[src/sv/fjc_pkg.sv]
// Package: shared word types, register codes and constants for the feeder fire and jam control.
package fjc_pkg;

  localparam int CFG_INDEX_W = 3;
  localparam int CFG_DATA_W  = 20;

  // register indexes
  localparam logic [CFG_INDEX_W-1:0] REG_POWER_CEILING   = 3'd0;
  localparam logic [CFG_INDEX_W-1:0] REG_NORMAL_MARGIN   = 3'd1;
  localparam logic [CFG_INDEX_W-1:0] REG_OUTPOST_MARGIN  = 3'd2;
  localparam logic [CFG_INDEX_W-1:0] REG_SINGLE_STEP     = 3'd3;
  localparam logic [CFG_INDEX_W-1:0] REG_STALL_CURRENT   = 3'd4;
  localparam logic [CFG_INDEX_W-1:0] REG_STALL_SPEED     = 3'd5;
  localparam logic [CFG_INDEX_W-1:0] REG_STALL_TICKS     = 3'd6;
  localparam logic [CFG_INDEX_W-1:0] REG_RELEASE_TICKS   = 3'd7;

  // fire modes
  localparam logic [1:0] FIRE_IDLE   = 2'd0;
  localparam logic [1:0] FIRE_SINGLE = 2'd1;
  localparam logic [1:0] FIRE_BURST  = 2'd2;

  // jam kinds
  localparam logic [1:0] JAM_NONE   = 2'd0;
  localparam logic [1:0] JAM_SINGLE = 2'd1;
  localparam logic [1:0] JAM_BURST  = 2'd2;

  // drive modes
  localparam logic [1:0] DRIVE_OFF      = 2'd0;
  localparam logic [1:0] DRIVE_POSITION = 2'd1;
  localparam logic [1:0] DRIVE_SPEED    = 2'd2;

  // wheel codes
  localparam logic [1:0] WHEEL_CENTER = 2'd0;
  localparam logic [1:0] WHEEL_SHORT  = 2'd1;
  localparam logic [1:0] WHEEL_LONG   = 2'd2;

  localparam logic [4:0]  RATE_FULL      = 5'd20;
  localparam logic [4:0]  RATE_OUTPOST   = 5'd12;
  localparam logic [4:0]  RATE_NONE      = 5'd0;
  localparam logic [12:0] SPEED_PER_RATE = 13'd270;
  localparam logic signed [32:0] HANDOVER_BACKLOG = -33'sd1400;
  localparam logic [31:0] SETTLE_WINDOW    = 32'd1000;
  localparam logic [31:0] SHOT_DONE_WINDOW = 32'd500;
  localparam logic [12:0] SPEED_TARGET_MAX = 13'd5400;

  typedef struct packed {
    logic [15:0] power_ceiling;
    logic [15:0] normal_power_margin;
    logic [15:0] outpost_power_margin;
    logic [19:0] single_shot_step;
    logic [14:0] stall_current_limit;
    logic [14:0] stall_speed_limit;
    logic [15:0] stall_tick_limit;
    logic [15:0] release_tick_limit;
  } cfg_t;

  typedef struct packed {
    logic               link_ok;
    logic               shoot_armed;
    logic               shoot_full;
    logic               pc_mode;
    logic [1:0]         wheel_code;
    logic               vision_lock;
    logic               vision_fire;
    logic               target_outpost;
    logic [15:0]        shot_power;
    logic signed [31:0] motor_position;
    logic signed [15:0] motor_speed;
    logic signed [15:0] motor_current;
  } in_t;

  typedef struct packed {
    logic [1:0]         shot_mode;
    logic [1:0]         drive_mode;
    logic signed [31:0] position_target;
    logic [12:0]        speed_target;
    logic               jam_active;
  } out_t;

endpackage

[src/sv/fjc_cfg.sv]
// Configuration register file of the feeder fire and jam control.
module fjc_cfg (
  input  logic                           clk,
  input  logic                           rst,
  input  logic                           wr_en,
  input  logic [fjc_pkg::CFG_INDEX_W-1:0] wr_index,
  input  logic [fjc_pkg::CFG_DATA_W-1:0]  wr_data,
  output fjc_pkg::cfg_t                  cfg
);
  import fjc_pkg::*;

  always_ff @(posedge clk) begin
    if (rst) begin
      cfg.power_ceiling        <= 16'd400;
      cfg.normal_power_margin  <= 16'd80;
      cfg.outpost_power_margin <= 16'd250;
      cfg.single_shot_step     <= 20'd32700;
      cfg.stall_current_limit  <= 15'd7000;
      cfg.stall_speed_limit    <= 15'd50;
      cfg.stall_tick_limit     <= 16'd70;
      cfg.release_tick_limit   <= 16'd50;
    end else if (wr_en) begin
      unique case (wr_index)
        REG_POWER_CEILING:  cfg.power_ceiling        <= wr_data[15:0];
        REG_NORMAL_MARGIN:  cfg.normal_power_margin  <= wr_data[15:0];
        REG_OUTPOST_MARGIN: cfg.outpost_power_margin <= wr_data[15:0];
        REG_SINGLE_STEP:    cfg.single_shot_step     <= wr_data;
        REG_STALL_CURRENT:  cfg.stall_current_limit  <= wr_data[14:0];
        REG_STALL_SPEED:    cfg.stall_speed_limit    <= wr_data[14:0];
        REG_STALL_TICKS:    cfg.stall_tick_limit     <= wr_data[15:0];
        REG_RELEASE_TICKS:  cfg.release_tick_limit   <= wr_data[15:0];
        default: ;
      endcase
    end
  end

endmodule

[src/sv/fjc_core.sv]
// Tick logic: mode choice, jam detection, jam recovery and fire control with their state.
module fjc_core (
  input  logic          clk,
  input  logic          rst,
  input  logic          advance,
  input  fjc_pkg::cfg_t cfg,
  input  fjc_pkg::in_t  item,
  output fjc_pkg::out_t res
);
  import fjc_pkg::*;

  // state
  logic [1:0]  fire_before, fire_before_next;
  logic [31:0] tgt_pos, tgt_pos_next;
  logic [12:0] tgt_speed, tgt_speed_next;
  logic        single_req, single_req_next;
  logic        jam_flag, jam_flag_next;
  logic [1:0]  jam_kind, jam_kind_next;
  logic        rec_done, rec_done_next;
  logic        rec_started, rec_started_next;
  logic [15:0] stall_ticks, stall_ticks_next;
  logic [15:0] release_ticks, release_ticks_next;

  logic [1:0]  fire_now;
  logic [4:0]  rate;
  logic        healthy;
  logic        straining;
  logic        is_single;
  logic [15:0] need_margin;

  // |target - position| below a window, on exact signed values
  function automatic logic gap_below(input logic [31:0] tp, input logic [31:0] pos,
                                     input logic [31:0] win);
    logic signed [32:0] d;
    logic signed [32:0] w;
    d = $signed({tp[31], tp}) - $signed({pos[31], pos});
    w = $signed({1'b0, win});
    return (d < w) && (d > -w);
  endfunction

  // power at or above ceiling minus margin
  function automatic logic power_short(input logic [15:0] power, input logic [15:0] margin,
                                       input logic [15:0] ceiling);
    return ({1'b0, power} + {1'b0, margin}) >= {1'b0, ceiling};
  endfunction

  function automatic logic [15:0] sat_inc(input logic [15:0] v);
    return (v == 16'hFFFF) ? v : v + 16'd1;
  endfunction

  always_comb begin
    fire_before_next   = fire_before;
    tgt_pos_next       = tgt_pos;
    tgt_speed_next     = tgt_speed;
    single_req_next    = single_req;
    jam_flag_next      = jam_flag;
    jam_kind_next      = jam_kind;
    rec_done_next      = rec_done;
    rec_started_next   = rec_started;
    stall_ticks_next   = stall_ticks;
    release_ticks_next = release_ticks;
    rate               = RATE_NONE;
    is_single          = 1'b0;
    need_margin        = 16'd0;

    // mode choice
    healthy = item.link_ok && item.shoot_armed;
    if (!healthy) begin
      fire_now     = FIRE_IDLE;
      tgt_pos_next = item.motor_position;
    end else if (item.pc_mode && item.vision_lock) begin
      fire_now = FIRE_BURST;
    end else begin
      case (item.wheel_code)
        WHEEL_CENTER: begin
          fire_now        = FIRE_IDLE;
          single_req_next = 1'b1;
        end
        WHEEL_SHORT: fire_now = FIRE_SINGLE;
        WHEEL_LONG: begin
          if (fire_before == FIRE_SINGLE &&
              ($signed({item.motor_position[31], item.motor_position}) -
               $signed({tgt_pos[31], tgt_pos})) <= HANDOVER_BACKLOG)
            fire_now = FIRE_SINGLE;
          else
            fire_now = FIRE_BURST;
        end
        default: fire_now = FIRE_IDLE;
      endcase
    end

    // jam detection: high current at low non-negative speed
    straining = !item.motor_current[15] &&
                (item.motor_current[14:0] > cfg.stall_current_limit) &&
                !item.motor_speed[15] &&
                (item.motor_speed[14:0] < cfg.stall_speed_limit) && !jam_flag;
    stall_ticks_next = straining ? sat_inc(stall_ticks) : 16'd0;
    if (stall_ticks_next > cfg.stall_tick_limit) begin
      jam_flag_next = 1'b1;
      jam_kind_next = (fire_now == FIRE_BURST) ? JAM_BURST : JAM_SINGLE;
      rec_done_next = 1'b0;
    end
    if (!jam_flag_next && rec_started) rec_started_next = 1'b0;

    // fire control
    if (!item.shoot_full) begin
      tgt_pos_next = item.motor_position;
    end else begin
      need_margin = item.target_outpost ? cfg.outpost_power_margin : cfg.normal_power_margin;
      if (!item.pc_mode)
        rate = RATE_FULL;
      else
        rate = power_short(item.shot_power, need_margin, cfg.power_ceiling)
               ? RATE_NONE : RATE_FULL;

      if (!rec_done_next) begin
        if (jam_kind_next == JAM_SINGLE || jam_kind_next == JAM_BURST) begin
          is_single = (jam_kind_next == JAM_SINGLE);
          if (!rec_started_next) begin
            tgt_pos_next     = item.motor_position;
            rec_started_next = 1'b1;
          end
          if (gap_below(tgt_pos_next, item.motor_position, SETTLE_WINDOW)) begin
            if (is_single) begin
              release_ticks_next = sat_inc(release_ticks);
            end else begin
              jam_kind_next = JAM_NONE;
              rec_done_next = 1'b1;
              jam_flag_next = 1'b0;
            end
          end
          if (is_single && release_ticks_next > cfg.release_tick_limit) begin
            jam_kind_next      = JAM_NONE;
            rec_done_next      = 1'b1;
            jam_flag_next      = 1'b0;
            release_ticks_next = 16'd0;
          end
        end
      end else begin
        case (fire_now)
          FIRE_SINGLE: begin
            if (fire_before == FIRE_BURST) tgt_pos_next = item.motor_position;
            if (single_req_next) begin
              single_req_next = 1'b0;
              if (power_short(item.shot_power, cfg.normal_power_margin, cfg.power_ceiling))
                tgt_pos_next = item.motor_position;
              else
                tgt_pos_next = tgt_pos_next + {12'd0, cfg.single_shot_step};
            end
          end
          FIRE_BURST: begin
            tgt_pos_next = item.motor_position;
            if (item.vision_lock)
              rate = item.vision_fire ? (item.target_outpost ? RATE_OUTPOST : RATE_FULL)
                                      : RATE_NONE;
            tgt_speed_next = SPEED_PER_RATE * {8'd0, rate};
          end
          default: begin
            if (gap_below(tgt_pos_next, item.motor_position, SHOT_DONE_WINDOW)) begin
              single_req_next = 1'b1;
              tgt_pos_next    = item.motor_position;
            end
          end
        endcase
        fire_before_next = fire_now;
      end
    end

    res.shot_mode       = fire_now;
    res.drive_mode      = !healthy ? DRIVE_OFF :
                          (fire_now == FIRE_BURST) ? DRIVE_SPEED : DRIVE_POSITION;
    res.position_target = tgt_pos_next;
    res.speed_target    = tgt_speed_next;
    res.jam_active      = jam_flag_next;
  end

  always_ff @(posedge clk) begin
    if (rst) begin
      fire_before   <= FIRE_IDLE;
      tgt_pos       <= 32'd0;
      tgt_speed     <= 13'd0;
      single_req    <= 1'b0;
      jam_flag      <= 1'b0;
      jam_kind      <= JAM_NONE;
      rec_done      <= 1'b1;
      rec_started   <= 1'b1;
      stall_ticks   <= 16'd0;
      release_ticks <= 16'd0;
    end else if (advance) begin
      fire_before   <= fire_before_next;
      tgt_pos       <= tgt_pos_next;
      tgt_speed     <= tgt_speed_next;
      single_req    <= single_req_next;
      jam_flag      <= jam_flag_next;
      jam_kind      <= jam_kind_next;
      rec_done      <= rec_done_next;
      rec_started   <= rec_started_next;
      stall_ticks   <= stall_ticks_next;
      release_ticks <= release_ticks_next;
    end
  end

endmodule

[src/sv/feeder_fire_and_jam_control.sv]
// Top level of the feeder fire and jam control: input register, tick logic, result register.
//
//  channel | ports                                     | word
//  --------+-------------------------------------------+--------------------------------
//  input   | in_valid, in_ready, in_data               | one control tick (fjc_pkg::in_t)
//  output  | out_valid, out_ready, out_data            | one tick result (fjc_pkg::out_t)
//  config  | cfg_valid, cfg_ready, cfg_index, cfg_data | register write, index 0..7
//
// One word per clock sustained while the output is not stalled; a word is caught in the input register
// when accepted, and its result loads the output register and raises out_valid when it advances.
// The rate is set by the tick state loop: each tick's state update is one combinational pass.
// rst is synchronous: clears both registers' valid bits, tick state and config to defaults.
// A stalled output holds its word; the input register keeps taking words as long as it is
// empty or the output register drains or is empty.
module feeder_fire_and_jam_control (
  input  logic                            clk,
  input  logic                            rst,
  input  logic                            in_valid,
  output logic                            in_ready,
  input  fjc_pkg::in_t                    in_data,
  output logic                            out_valid,
  input  logic                            out_ready,
  output fjc_pkg::out_t                   out_data,
  input  logic                            cfg_valid,
  output logic                            cfg_ready,
  input  logic [fjc_pkg::CFG_INDEX_W-1:0] cfg_index,
  input  logic [fjc_pkg::CFG_DATA_W-1:0]  cfg_data
);
  import fjc_pkg::*;

  cfg_t cfg;
  in_t  in_reg;
  out_t res;
  logic in_held;
  logic advance;

  // config writes are registered, always ready
  assign cfg_ready = 1'b1;

  fjc_cfg u_cfg (
    .clk      (clk),
    .rst      (rst),
    .wr_en    (cfg_valid && cfg_ready),
    .wr_index (cfg_index),
    .wr_data  (cfg_data),
    .cfg      (cfg)
  );

  // held word moves on when the output register is free or being drained
  assign advance  = in_held && (!out_valid || out_ready);
  assign in_ready = !in_held || advance;

  always_ff @(posedge clk) begin
    if (rst) begin
      in_held <= 1'b0;
    end else if (in_ready) begin
      in_held <= in_valid;
    end
  end

  always_ff @(posedge clk) begin
    if (in_valid && in_ready) begin
      in_reg <= in_data;
    end
  end

  fjc_core u_core (
    .clk     (clk),
    .rst     (rst),
    .advance (advance),
    .cfg     (cfg),
    .item    (in_reg),
    .res     (res)
  );

  always_ff @(posedge clk) begin
    if (rst) begin
      out_valid <= 1'b0;
    end else if (advance) begin
      out_valid <= 1'b1;
    end else if (out_ready) begin
      out_valid <= 1'b0;
    end
  end

  always_ff @(posedge clk) begin
    if (advance) begin
      out_data <= res;
    end
  end

endmodule

[config.mk]
export PLATFORM = sky130hd
export DESIGN_NAME = feeder_fire_and_jam_control
export DESIGN_NICKNAME = d
export VERILOG_FILES = /design/src/sv/fjc_pkg.sv /design/src/sv/fjc_cfg.sv /design/src/sv/fjc_core.sv /design/src/sv/feeder_fire_and_jam_control.sv
export SDC_FILE = /design/constraint.sdc
export NUM_CORES = 1
export LEC_CHECK = 0
export BUFFER_PORTS_ARGS = -buffer_cell sky130_fd_sc_hd__buf_4
export CAP_MARGIN = 20
export CELL_PAD_IN_SITES_DETAIL_PLACEMENT = 2
export CELL_PAD_IN_SITES_GLOBAL_PLACEMENT = 2
export CORE_AREA = 5 5 280 282
export CTS_CLUSTER_DIAMETER = 120
export CTS_CLUSTER_SIZE = 20
export DETAILED_ROUTE_END_ITERATION = 10
export DIE_AREA = 0 0 285 287
export GPL_TIMING_DRIVEN = 0
export HOLD_SLACK_MARGIN = 0.08
export PLACE_DENSITY = 0.8
export SLEW_MARGIN = 0
export SYNTH_ARGS = -nofsm -noshare
export SYNTH_HDL_FRONTEND = slang
export SYNTH_SLANG_ARGS = --single-unit
[constraint.sdc]
create_clock -name clk -period 11.9 [get_ports clk]
set_input_delay 2.38 -clock clk [delete_from_list [all_inputs] [get_ports clk]]
set_output_delay 2.38 -clock clk [all_outputs]
set_load 0.02 [all_outputs]
==> results of run 1 <==
[cell usage after synthesis, types with 68 or more instances]
cell type / instances
nand2_1: 504
a21oi_1: 380
ha_1: 258
nor2_1: 255
inv_1: 230
dfxtp_1: 217
o21ai_0: 199
clkbuf_1: 157
edfxtp_1: 139
nand3_1: 114
a21o_1: 91
nand4_1: 68
[critical path, delay by kind of cell, from the launching register on]
kind / cells / cell delay, ns
xor gates and xnor gates: 1 / 0.17
AOI/OAI and AO/OA: 27 / 5.20
adders and majority gates: 5 / 1.50
DFF: 1 / 0.36
and+or+nand+nor: 13 / 3.07
buffers and inverters: 6 / 0.93
[cells by family after synthesis]
family	synth area share, %
flip-flops	30.0
other	0.0132
buffers and inverters	5.93
multiplexers	2.77
XOR/XNOR	3.27
adder cells (fa/ha/maj)	11.9
AO/OA/AOI/OAI	25.8
AND/OR/NAND/NOR	20.3
[path summary, 6_finish.rpt]
path / from / to / slack [ns]
min: u_cfg.cfg[15]$_SDFFE_PP0P_ / u_cfg.cfg[15]$_SDFFE_PP0P_ / 0.46
max: u_cfg.cfg[48]$_SDFFE_PP0P_ / u_core.release_ticks[8]$_SDFFE_PP0P_ / 0.58
max reg2reg: u_cfg.cfg[48]$_SDFFE_PP0P_ / u_core.release_ticks[8]$_SDFFE_PP0P_ / 0.58
min reg2reg: u_cfg.cfg[15]$_SDFFE_PP0P_ / u_cfg.cfg[15]$_SDFFE_PP0P_ / 0.46
[area by class of cell]
cell class / instances / area [µm²] / area share [%]
clock inverters: 8 / 113 / 0.354
plain buffers: 202 / 838 / 2.64
repair buffers: 164 / 1270 / 4.01
multi-input cells: 2817 / 18300 / 57.6
clock buffers: 35 / 642 / 2.02
flip-flops and latches: 356 / 8520 / 26.8
inverters: 230 / 863 / 2.72
diodes: 3 / 7.51 / 0.0236
well taps: 978 / 1220 / 3.85
[metrics by stage]
step	worst slack, ns	instances	cell area (µm²)	hold WS (ns)
after floorplan	1.57	3605	28400	0.421
after global placement	-1.60	4733	30700	0.435
after detailed placement	-1.98	4737	30800	0.448
after CTS	0.000141	4783	31600	0.463
after global routing	-0.00621	4790	31800	0.482
final	0.584	4793	31800	0.460
[metal layers]
layer	GRT usage (%)	wire length, µm
met1	37.3	54000
met2	51.9	60300
met3	4.85	7290
met4	12.3	6300
met5	0	25
[power groups by stage]
stage | clock [W] | sequential (W) | combinational, W
after detailed placement | 0 | 0.00139 | 0.00107
after CTS | 0.000937 | 0.00137 | 0.00108
final | 0.000918 | 0.00137 | 0.00110
after global placement | 0 | 0.00140 | 0.00103
after floorplan | 0 | 0.00138 | 0.000693
after global routing | 0.000981 | 0.00137 | 0.00119
[timing repair]
action | CTS | global route
setup endpoints to repair | 21 | 19
buffers inserted | 3 | 6
gates resized for setup | 16 | 26
pin swaps | 3 | 11
==> metrics, run 1 <==
largest net degree at the start of global routing=54; most frequent cells in the layout=501 x nand2_1, 379 x a21oi_1, 258 x ha_1, 253 x nor2_1, 230 x inv_1; Worst Setup Start Kind=register; Reg2Reg Depth=52; Fill cells=8,814; Final #Nets=4,177; syn nets=3,987; Avg WL per Cell=26.7 µm; clock power share=27.1%; Max VDD drop=0.125 mV; crit path kind=reg2reg; f_max=88.4 MHz; worst hold path type=reg2reg; max_slew headroom=19.9%; DR pass1 iterations=5; Row Count=101; Post-synth EDFFs=139; final setup violation count=0; Seq/Total Area, Yosys=30.0%; H-tree depth=1; Die Area=81,800 µm²; syn avg cell area=7.87 µm²; Leakage=12.9 nW; post-synth cell types=95; dpl hpwl=101 mm; max reg flops=130; status=finished, final reports clean; share of layout cells above drive strength 1=8.18%; drt total wl=128 mm; Seq cells post-synth=356; worst hold stages=2; switching share of power=38.1%; gr ovfl total=0; via count=29,200; Seq pwr share=40.4%; post-synth top area share=15.3%; Final TNS setup=0 ns; Die Span Y=287 µm; CTS clock-pin slew for the worst setup and hold paths=0.09 ns; Sink Count=356; Overall Power=0.00339 W; Max Buffers Root-to-Sink=3; fin. max-slew vios=0; vias per cell=6.10; Gate Count Post-Synth=3,605; largest area contributor in the netlist=dfxtp_1; total CTS buffers=24; Required @ worst endpoint=12.45 ns; final hold vios=0; worst path arrival time=11.86 ns; period utilization=95.1%; clock skew=0.0201 ns; P per Cell Area=107 nW/µm²; Synth async-reset ratio=0%; Final Critical Period=11.32 ns; most frequent CP cell=a21o_1; Final ANT Viol Nets=0; Routability Congestion=0.968; max-cap violation count=0; CP peak stage delay=0.56 ns; vias in the first global route=31,500; first-pass GRT wire length=192 mm; Area Overhead vs Synth=12.0%; CTS tree=yes; Worst setup EP type=register; # IOs=170; clk_lat worst skew=0.63 ns; top post-synthesis cells by area=dfxtp_1 15%, edfxtp_1 15%, ha_1 11%; hold-fix buffers at CTS=0; Comb power frac=32.5%; Ys Warns=0; port bufs=150; Syn Std Cell Area=28,400 µm²; Remaining DRCs=0; Chip Width=285 µm; Critical Path Fanout Max=10; Primary FF master, synth=dfxtp_1; Worst Max-Slew Pin Slew=1.20 ns; Initial Utilization=37.6%; reported net switching power=0.00129 W; core area=75,400 µm²; most common cell after layout, fill and taps aside=nand2_1; root buf cell=clkbuf_16; Int Pwr=0.00210 W; Iteration-0 DRC Markers=1,640; gr usage total=30.0%; initial antenna violation count=7; Slowest cell on crit path=or4b_1; final core area utilization=42.1%
Power figures use the tool's default switching activity.
==> inputs of run 2 (changes only) <==
--- a/config.mk
+++ b/config.mk
@@ -5,18 +5,19 @@
 export SDC_FILE = /design/constraint.sdc
 export NUM_CORES = 1
 export LEC_CHECK = 0
-export BUFFER_PORTS_ARGS = -buffer_cell sky130_fd_sc_hd__buf_4
+export ABC_CLOCK_PERIOD_IN_PS = 11900
 export CAP_MARGIN = 20
 export CELL_PAD_IN_SITES_DETAIL_PLACEMENT = 2
 export CELL_PAD_IN_SITES_GLOBAL_PLACEMENT = 2
-export CORE_AREA = 5 5 280 282
+export CORE_AREA = 5 5 276 278
 export CTS_CLUSTER_DIAMETER = 120
 export CTS_CLUSTER_SIZE = 20
 export DETAILED_ROUTE_END_ITERATION = 10
-export DIE_AREA = 0 0 285 287
+export DIE_AREA = 0 0 281 283
+export DONT_BUFFER_PORTS = 1
 export GPL_TIMING_DRIVEN = 0
 export HOLD_SLACK_MARGIN = 0.08
-export PLACE_DENSITY = 0.8
+export PLACE_DENSITY = 0.79
 export SLEW_MARGIN = 0
 export SYNTH_ARGS = -nofsm -noshare
 export SYNTH_HDL_FRONTEND = slang
==> metrics, run 2 (synthesis results as in run 1) <==
Hold WS=0.463 ns; Chip Width=281 µm; dpl hpwl=106 mm; most frequent CP cell=a21o_1; H-tree depth=1; initial antenna violation count=9; Remaining DRCs=0; post-place setup slack=-1.93 ns; CP Launch Point=u_cfg.cfg[48]$_SDFFE_PP0P_; vias per cell=6.26; Slowest cell on crit path=a2111oi_2; most frequent cells in the layout=501 x nand2_1, 379 x a21oi_1, 258 x ha_1, 253 x nor2_1, 230 x inv_1; Die Span Y=283 µm; share of layout cells above drive strength 1=4.72%; Final Worst Setup Slack=0.500 ns; worst hold path type=reg2reg; Area Overhead vs Synth=8.26%; critical hold path startpoint=u_cfg.cfg[8]$_SDFFE_PP0P_; Fill cells=8,455; largest net degree at the start of global routing=64; port bufs=0; hold-fix buffers at CTS=0; CP peak stage delay=0.44 ns; period utilization=95.8%; f_max=87.7 MHz; CTS tree=yes; worst path arrival time=11.92 ns; # IOs=170; Initial Utilization=38.5%; total CTS buffers=25; design area=30,700 µm²; Final #Nets=4,030; Worst Setup Start Kind=register; Final TNS setup=0 ns; DR pass1 iterations=6; Routability Congestion=1.02; crit path kind=reg2reg; max reg flops=130; CTS clock-pin slew for the worst setup and hold paths=0.09 ns; max-cap violation count=0; Iteration-0 DRC Markers=1,681; Worst setup EP type=register; Max Buffers Root-to-Sink=3; fin. max-slew vios=0; Sink Count=356; Die Area=79,500 µm²; via count=29,000; vias in the first global route=31,200; drt total wl=132 mm; Max VDD drop=0.115 mV; core area=73,700 µm²; P per Cell Area=111 nW/µm²; Required @ worst endpoint=12.42 ns; Leakage=12.2 nW; first-pass GRT wire length=196 mm; Critical Path Fanout Max=10; Final ANT Viol Nets=0; clock skew=0.0499 ns; root buf cell=clkbuf_16; max_slew headroom=24.2%; Row Count=100; Avg WL per Cell=28.5 µm; final setup violation count=0; final hold vios=0; Final Critical Period=11.40 ns; gr usage total=31.6%; Reg2Reg Launch Point=u_cfg.cfg[48]$_SDFFE_PP0P_; clk_lat worst skew=0.62 ns; Worst Max-Slew Pin Slew=1.14 ns; most common cell after layout, fill and taps aside=nand2_1; final core area utilization=41.7%; gr ovfl total=0; DP Area=29,700 µm²; status=finished, final reports clean
run 2: layout make-up:
class / count / area [µm²] / area share [%]
diodes: 5 / 12.5 / 0.0407
plain buffers: 202 / 848 / 2.76
clock buffers: 37 / 671 / 2.18
clock inverters: 9 / 106 / 0.346
inverters: 230 / 863 / 2.81
multi-input cells: 2817 / 18300 / 59.7
flip-flops and latches: 356 / 8520 / 27.7
well taps: 969 / 1210 / 3.95
repair buffers: 16 / 155 / 0.505
run 2: what timing repair did:
action / in CTS / in global routing
setup endpoints to repair: 21 / 19
buffers inserted: 2 / 8
gates resized for setup: 20 / 30
pin swaps: 3 / 11
run 2: where the power goes:
part / total (W) / switching, W / internal, W
Sequential: 0.00138 / 0.0000619 / 0.00132
Combinational: 0.00108 / 0.000730 / 0.000355
Clock: 0.000936 / 0.000525 / 0.000411
run 2: worst max-delay path, delay by kind of cell, from the launching register on:
| kind | cells | cell delay (ns) |
|---|---|---|
| adder cells (fa/ha/maj) | 5 | 1.54 |
| flip-flops | 1 | 0.35 |
| AND/OR/NAND/NOR | 12 | 2.52 |
| buffers and inverters | 6 | 0.87 |
| XOR/XNOR | 2 | 0.44 |
| AO/OA/AOI/OAI | 27 | 5.57 |
run 2: metrics by stage:
| stage | power, W | instances |
|---|---|---|
| 2_1_floorplan | 0.00208 | 3605 |
| 3_3_place_gp | 0.00240 | 4574 |
| 3_5_place_dp | 0.00245 | 4579 |
| 4_1_cts | 0.00339 | 4627 |
| 5_1_grt | 0.00355 | 4636 |
| 6_report | 0.00340 | 4641 |
run 2: final timing paths:
kind	endpoint	slack (ns)	depth (start not counted)
setup / recovery	u_core.release_ticks[8]$_SDFFE_PP0P_	0.50	52
setup reg to reg	u_core.release_ticks[8]$_SDFFE_PP0P_	0.50	52
hold reg to reg	u_cfg.cfg[8]$_SDFFE_PP0P_	0.46	2
hold / removal	u_cfg.cfg[8]$_SDFFE_PP0P_	0.46	2
run 2: metal layers:
layer  routed length, µm  vias to the layer above  track usage (%)
met3                6670                      247             4.79
met4                6160                        8             12.2
li1                    -                    13200                -
met5                  47                        -                0
met1               54600                    14800             38.6
met2               64900                      806             55.9
